[config.mk]
export PLATFORM = sky130hd
export DESIGN_NAME = tfn_sqrt
export DESIGN_NICKNAME = d
export VERILOG_FILES = /design/src/rtl/tfn_pkg.sv /design/src/rtl/tfn_sqrt.sv
export SDC_FILE = /design/constraint.sdc
export NUM_CORES = 2
export LEC_CHECK = 0
export ABC_CLOCK_PERIOD_IN_PS = 3700
export BUFFER_PORTS_ARGS = -buffer_cell sky130_fd_sc_hd__buf_2
export CAP_MARGIN = 10
export CORE_MARGIN = 8
export CORE_UTILIZATION = 56
export DETAILED_ROUTE_END_ITERATION = 6
export GPL_TIMING_DRIVEN = 1
export PLACE_DENSITY_LB_ADDON = 0.2
export SLEW_MARGIN = 20
export SYNTH_ARGS = -nofsm -noshare
export SYNTH_HDL_FRONTEND = slang
export SYNTH_SLANG_ARGS = --single-unit
[constraint.sdc]
create_clock -name clk_i -period 3.7 [get_ports clk_i]
set_clock_uncertainty 0.05 [all_clocks]
set_input_delay 0.185 -clock clk_i [delete_from_list [all_inputs] [get_ports clk_i]]
set_output_delay 0.185 -clock clk_i [all_outputs]
set_load 0.005 [all_outputs]
[src/rtl/tfn_pkg.sv]
// Package with the shared widths, pipeline struct and helper function of the face normal block.
package tfn_pkg;

  localparam int unsigned CoordBits  = 16;
  localparam int unsigned EdgeBits   = CoordBits + 1;
  localparam int unsigned ProdBits   = 2 * EdgeBits;
  localparam int unsigned CrossBits  = ProdBits + 1;
  localparam int unsigned MagBits    = CrossBits;
  localparam int unsigned NormBits   = 30;
  localparam int unsigned SumBits    = 2 * NormBits + 2;
  localparam int unsigned LenBits    = NormBits + 1;
  localparam int unsigned FracBits   = 14;
  localparam int unsigned NumBits    = NormBits + FracBits + 1;
  localparam int unsigned QuotBits   = FracBits + 3;
  localparam int unsigned OutBits    = 16;
  localparam int unsigned ShiftBits  = 6;
  localparam int unsigned SqrtSteps  = LenBits;
  localparam int unsigned DivSteps   = QuotBits;
  localparam int unsigned InDataBits = 9 * CoordBits;
  localparam int unsigned OutDataBits = 3 * OutBits;

  typedef logic signed [CoordBits-1:0] coord_t;
  typedef logic signed [EdgeBits-1:0]  edge_t;
  typedef logic signed [CrossBits-1:0] cross_t;
  typedef logic [MagBits-1:0]          mag_t;
  typedef logic [NormBits-1:0]         norm_t;
  typedef logic [SumBits-1:0]          sum_t;
  typedef logic [LenBits-1:0]          len_t;
  typedef logic [NumBits-1:0]          num_t;
  typedef logic [QuotBits-1:0]         quot_t;
  typedef logic signed [OutBits-1:0]   out_t;

  // Side data that travels with a triangle through the length and divide stages.
  typedef struct packed {
    norm_t [2:0] mag;
    logic  [2:0] neg;
    logic        degen;
  } vec_t;

  // Number of leading zeros of a magnitude word.
  function automatic logic [ShiftBits-1:0] lzc(input mag_t v);
    logic [ShiftBits-1:0] n;
    logic                 hit;
    n   = ShiftBits'(MagBits);
    hit = 1'b0;
    for (int i = MagBits - 1; i >= 0; i--) begin
      if (v[i] && !hit) begin
        n   = ShiftBits'(MagBits - 1 - i);
        hit = 1'b1;
      end
    end
    return n;
  endfunction

endpackage

[src/rtl/tfn_sqrt.sv]
// Pipelined restoring square root, one result bit per stage.
module tfn_sqrt (
  input  logic                clk_i,
  input  logic                rst_ni,
  input  logic                en_i,
  input  logic                valid_i,
  input  tfn_pkg::sum_t       sum_i,
  input  tfn_pkg::vec_t       vec_i,
  output logic                valid_o,
  output tfn_pkg::len_t       len_o,
  output tfn_pkg::vec_t       vec_o
);

  localparam int unsigned N = tfn_pkg::SqrtSteps;
  localparam int unsigned RemBits = tfn_pkg::LenBits + 2;

  logic [N:0]            valid_q;
  tfn_pkg::sum_t         x_q   [N+1];
  logic [RemBits-1:0]    rem_q [N+1];
  tfn_pkg::len_t         root_q[N+1];
  tfn_pkg::vec_t         vec_q [N+1];

  always_comb begin
    x_q[0]    = sum_i;
    rem_q[0]  = '0;
    root_q[0] = '0;
    vec_q[0]  = vec_i;
  end
  assign valid_q[0] = valid_i;

  for (genvar s = 0; s < N; s++) begin : g_step
    logic [RemBits-1:0] r, t;
    always_comb begin
      r = {rem_q[s][RemBits-3:0], x_q[s][tfn_pkg::SumBits-1 -: 2]};
      t = {root_q[s], 2'b01};
    end
    always_ff @(posedge clk_i or negedge rst_ni) begin
      if (!rst_ni) begin
        valid_q[s+1] <= 1'b0;
      end else if (en_i) begin
        valid_q[s+1] <= valid_q[s];
      end
    end
    always_ff @(posedge clk_i) begin
      if (en_i) begin
        x_q[s+1]   <= x_q[s] << 2;
        vec_q[s+1] <= vec_q[s];
        if (r >= t) begin
          rem_q[s+1]  <= r - t;
          root_q[s+1] <= {root_q[s][tfn_pkg::LenBits-2:0], 1'b1};
        end else begin
          rem_q[s+1]  <= r;
          root_q[s+1] <= {root_q[s][tfn_pkg::LenBits-2:0], 1'b0};
        end
      end
    end
  end

  assign valid_o = valid_q[N];
  assign len_o   = root_q[N];
  assign vec_o   = vec_q[N];

endmodule

==> results.py <==
metrics = {
    "placement": {
        "placed_cell_area_um2": 205900,
        "place.port_buffers": 285,
        "detailed_place_hpwl_um": 218500,
        "gp_congestion": 0.9234,
        "place_ws_ns": -0.3481,
    },
    "clocking": {
        "clock-sinks": 5245,
        "clock_tree_from_tritoncts": "done",
        "clkTransAtPathRegs_ns": 0.06,
        "h_tree_level_count": 6,
        "cts_made_buffers": 526,
        "later_pin_clock_latency_in_the_skew_report_ns": 1.00,
        "cts-root-to-sink-buffers": 4,
        "clock-root-buffer": "sky130_fd_sc_hd__clkbuf_16",
    },
    "yosys": {
        "async_reset_ff_share_pct": 0.5910,
        "synthesized_area_fraction_occupied_by_ao_oa_aoi_and_oai_cells_pct": 5.331,
        "synth-seq-area-share_pct": 80.10,
        "synth_simple_gate_area_share_pct": 5.279,
        "synth_cell_types": 90,
        "post_synth_main_area_contributors": "sky130_fd_sc_hd__edfxtp_1, sky130_fd_sc_hd__ha_1, sky130_fd_sc_hd__xnor2_1, sky130_fd_sc_hd__xor2_1, sky130_fd_sc_hd__a21oi_1",
        "synthAdderAreaFrac_pct": 3.382,
        "synth_top_family_by_area": "compound AO/OA/AOI/OAI gates",
        "post_synth_xor_area_fraction_pct": 3.300,
        "yosys-mux-area-fraction_pct": 0.6293,
        "post_synth_inst_count": 11349,
        "post_synth.cell_area_avg_um2": 17.31,
        "ys.flop_type": "sky130_fd_sc_hd__edfxtp_1",
        "synth_top_area_cell": "sky130_fd_sc_hd__edfxtp_1",
        "synth-edff-count": 5214,
        "yosysWarnings": 0,
        "syn-cell-area_um2": 196400,
        "synthMostInstantiatedCell": "sky130_fd_sc_hd__edfxtp_1",
        "synth.net_count": 12040,
        "ys_seq_elements": 5245,
        "synth.top_cells.by_count": "sky130_fd_sc_hd__edfxtp_1, sky130_fd_sc_hd__inv_1, sky130_fd_sc_hd__a21oi_1",
        "netlist.area_leader.share_pct": 79.71,
    },
    "power_and_ir_drop": {
        "pwr-share-comb_pct": 12.6,
        "netSwitchingPower_mw": 34.94,
        "power.internal_mw": 109.5,
        "p_sw_share_pct": 24.20,
        "peakVddDrop_v": 0.0005054,
        "proportion_of_power_drawn_by_the_clock_network_pct": 35.5,
        "power.share.sequential_pct": 51.9,
        "leakage_nw": 82.46,
        "power.density_nw_per_um2": 638.6,
    },
    "critical_path": {
        "worstPathMaxFanout": 6,
        "timing.reg2reg.setup_slack_ns": 0.11,
        "crit_slowest_cell": "sky130_fd_sc_hd__or4_1",
        "worst_path_largest_cell_delay_ns": 0.43,
        "worst_setup_path_end_kind": "flip-flop",
        "timing.setup.critical_path_class": "reg2reg",
        "path_common_cell": "sky130_fd_sc_hd__o21ai_0",
        "rr_endpoint": "g_step[21].r[30]$_DFFE_PP_",
        "worst_reg_to_reg_cells": 11,
        "startpoint_type": "flip-flop",
        "critical_path.cell_chain": "ha_1 > a21oi_1 > o21ai_0 > or4_1 > o21ai_0 > buf_4 > o311ai_0 > o21a_1 > nor3_1 > nand2_1 > xnor2_1",
        "critPathArrivalTime_ns": 4.23,
        "cp.required_ns": 4.34,
        "r2r-start": "g_step[20].r[13]$_DFFE_PP_",
    },
    "floorplanning": {
        "start_util_pct": 56.26,
        "area_enclosed_by_the_die_boundary_um2": 370000,
        "core.rowCount": 217,
        "core-area_um2": 349200,
        "ioPinCount": 286,
        "die_w_um": 608.3,
        "die_span_in_y_um": 608.3,
    },
    "timing": {
        "final_min_period_over_clock_period_pct": 96.97,
        "layout_setup_ws_ns": 0.1121,
        "final_period_minus_worst_setup_slack_ns": 3.588,
        "hold_violations": 0,
        "grt_setup_unrepaired": "false",
        "finalHoldWorstSlack_ns": 0.1004,
        "fin_setup_tns_ns": 0,
        "worstMarginPinSlew_ns": 0.9978,
        "max_slew_margin_pct": 33.48,
        "setup_viol": 0,
        "final_max_slew_viol_count": 0,
        "maximum_frequency_from_static_timing_analysis_mhz": 278.7,
    },
    "min_path": {
        "timing.hold.worst.class": "in2reg",
        "whs_path_depth": 2,
        "hold-path-endpoint": "vec_q[2872]$_DFFE_PP_",
        "launch_point_of_the_worst_hold_path": "vec_i[52]",
    },
    "status": {
        "run_status": "completed",
    },
    "route": {
        "drt-total-wl_um": 334600,
        "drt.antenna.violating_nets": 0,
        "total_drc_errors_in_the_routed_layout": 0,
        "drt_pre_antenna_iters": 6,
        "route.vias.total": 94793,
        "detailed_router_s_first_iteration_violation_count": 7551,
        "detail_route.wl_per_cell_um": 19.04,
        "route.detailed.vias_per_inst": 5.395,
    },
    "final_layout": {
        "fillerInstances": 23611,
        "final_nets": 13255,
        "areaGrowthSynthToFinish_pct": 15.12,
        "post-route-util_pct": 64.76,
        "final_area_um2": 226100,
        "fraction_of_layout_instances_using_a_drive_strength_above_1_pct": 11.97,
    },
    "global_routing": {
        "global_route_wire_length_before_repair_um": 526200,
        "grt.overflow.total": 0,
        "grt_antenna_before_repair": 8,
        "total_routing_usage_gr_pct": 17.55,
        "grt_max_degree": 145,
        "grt_pass1_vias": 96834,
    },
    "run": {
        "maxCapViolCount": 0,
    },
}
-- registers in the layout, summed over array words and instances (netlist names) --
name and cells:
vec_q 2820, g_step.r 934, x_q 870, g_step.t 465, vec_o 94, len_o 31
valid_q 30, valid_o 1
-- power groups by stage --
| stage | clock [mW] | sequential (mW) | combinational [mW] |
|---|---|---|---|
| floorplan | 0 | 74.7 | 12.1 |
| global placement | 0 | 76.0 | 17.3 |
| detailed placement | 0 | 76.2 | 17.7 |
| CTS | 52.8 | 75.0 | 18.1 |
| global route | 55.0 | 75.4 | 20.2 |
| finish | 51.3 | 74.9 | 18.2 |
-- critical path, delay by kind of cell (launching register included) --
family                   cells  cell delay, ns
adder cells (fa/ha/maj)      1            0.41
AND/OR/NAND/NOR              3            0.92
flip-flops                   1            0.41
buffers and inverters        1            0.21
AO/OA/AOI/OAI                5            1.15
XOR/XNOR                     1            0.15
-- through the flow --
step | power [mW] | cells
2_1_floorplan | 86.86 | 11349
3_3_place_gp | 93.36 | 16315
3_5_place_dp | 93.88 | 16316
4_1_cts | 145.9 | 17563
5_1_grt | 150.7 | 17569
6_report | 144.4 | 17571
-- layer usage --
metal  global-route usage [%]  vias up  routed length [um]
li1                         -    45512                   -
met1                    22.28    46464              140100
met2                    31.13     2081              170300
met3                    2.480      730               12860
met4                    5.982        6               11260
met5                        0        -                  41
-- repair_timing --
action	CTS	global route
buffers inserted	0	4
gates resized for setup	3	37
pin swaps	0	5
endpoints found under the hold margin	474	0
hold buffers	315	0
setup endpoints to repair	32	141
-- logic make-up (layout without fill, tap and decap cells) --
family / after synthesis / in the layout
buffers and inverters: 934 / 2553
AO/OA/AOI/OAI: 1696 / 1696
flip-flops: 5245 / 5245
adder cells (fa/ha/maj): 531 / 531
AND/OR/NAND/NOR: 2091 / 2091
multiplexers: 111 / 111
other: 1 / 5
XOR/XNOR: 740 / 740
-- how the worst max path moves through the flow --
| stage | start | endpoint | slack (ns) | depth (start not counted) |
|---|---|---|---|---|
| finish | g_step[20].r[13]$_DFFE_PP_ | g_step[21].r[30]$_DFFE_PP_ | 0.11 | 11 |
| global route | g_step[8].r[10]$_DFFE_PP_ | g_step[9].r[29]$_DFFE_PP_ | 0.0009 | 10 |
| CTS | g_step[21].r[10]$_DFFE_PP_ | g_step[22].r[30]$_DFFE_PP_ | 0.008 | 12 |
| detailed placement | g_step[24].r[4]$_DFFE_PP_ | g_step[25].r[29]$_DFFE_PP_ | -0.35 | 12 |
| global placement | g_step[24].r[4]$_DFFE_PP_ | g_step[25].r[29]$_DFFE_PP_ | -0.40 | 12 |
| floorplan | g_step[24].r[4]$_DFFE_PP_ | g_step[25].r[13]$_DFFE_PP_ | 0.20 | 9 |
-- cells in the final DEF (no fill, tap or decap), types with 100 or more instances in the layout --
cell and instances:
sky130_fd_sc_hd__edfxtp_1 5214, sky130_fd_sc_hd__dlygate4sd3_1 314, sky130_fd_sc_hd__mux2_2 100, sky130_fd_sc_hd__nand2_1 521
sky130_fd_sc_hd__clkbuf_16 536, sky130_fd_sc_hd__xor2_1 343, sky130_fd_sc_hd__nor3_1 176, sky130_fd_sc_hd__inv_1 669
sky130_fd_sc_hd__nand3_1 131, sky130_fd_sc_hd__ha_1 531, sky130_fd_sc_hd__o21ai_0 434, sky130_fd_sc_hd__buf_4 268
sky130_fd_sc_hd__a21o_1 195, sky130_fd_sc_hd__xnor2_1 397, sky130_fd_sc_hd__clkbuf_1 119, sky130_fd_sc_hd__buf_2 284
sky130_fd_sc_hd__clkinv_1 106, sky130_fd_sc_hd__nor2_1 532, sky130_fd_sc_hd__a21oi_1 569
-- final cells by class --
cell class | instances | area (um2) | area share [%]
Antenna cell | 4 | 10.01 | 0.004427
Clock buffer | 656 | 13870 | 6.135
Clock inverter | 276 | 2912 | 1.288
Inverter | 671 | 2519 | 1.114
Multi-Input combinational cell | 5170 | 35460 | 15.68
Sequential cell | 5245 | 157300 | 69.58
Tap cell | 4599 | 5754 | 2.545
Timing Repair Buffer | 950 | 8257 | 3.651
(Power assumes the default switching activity.)
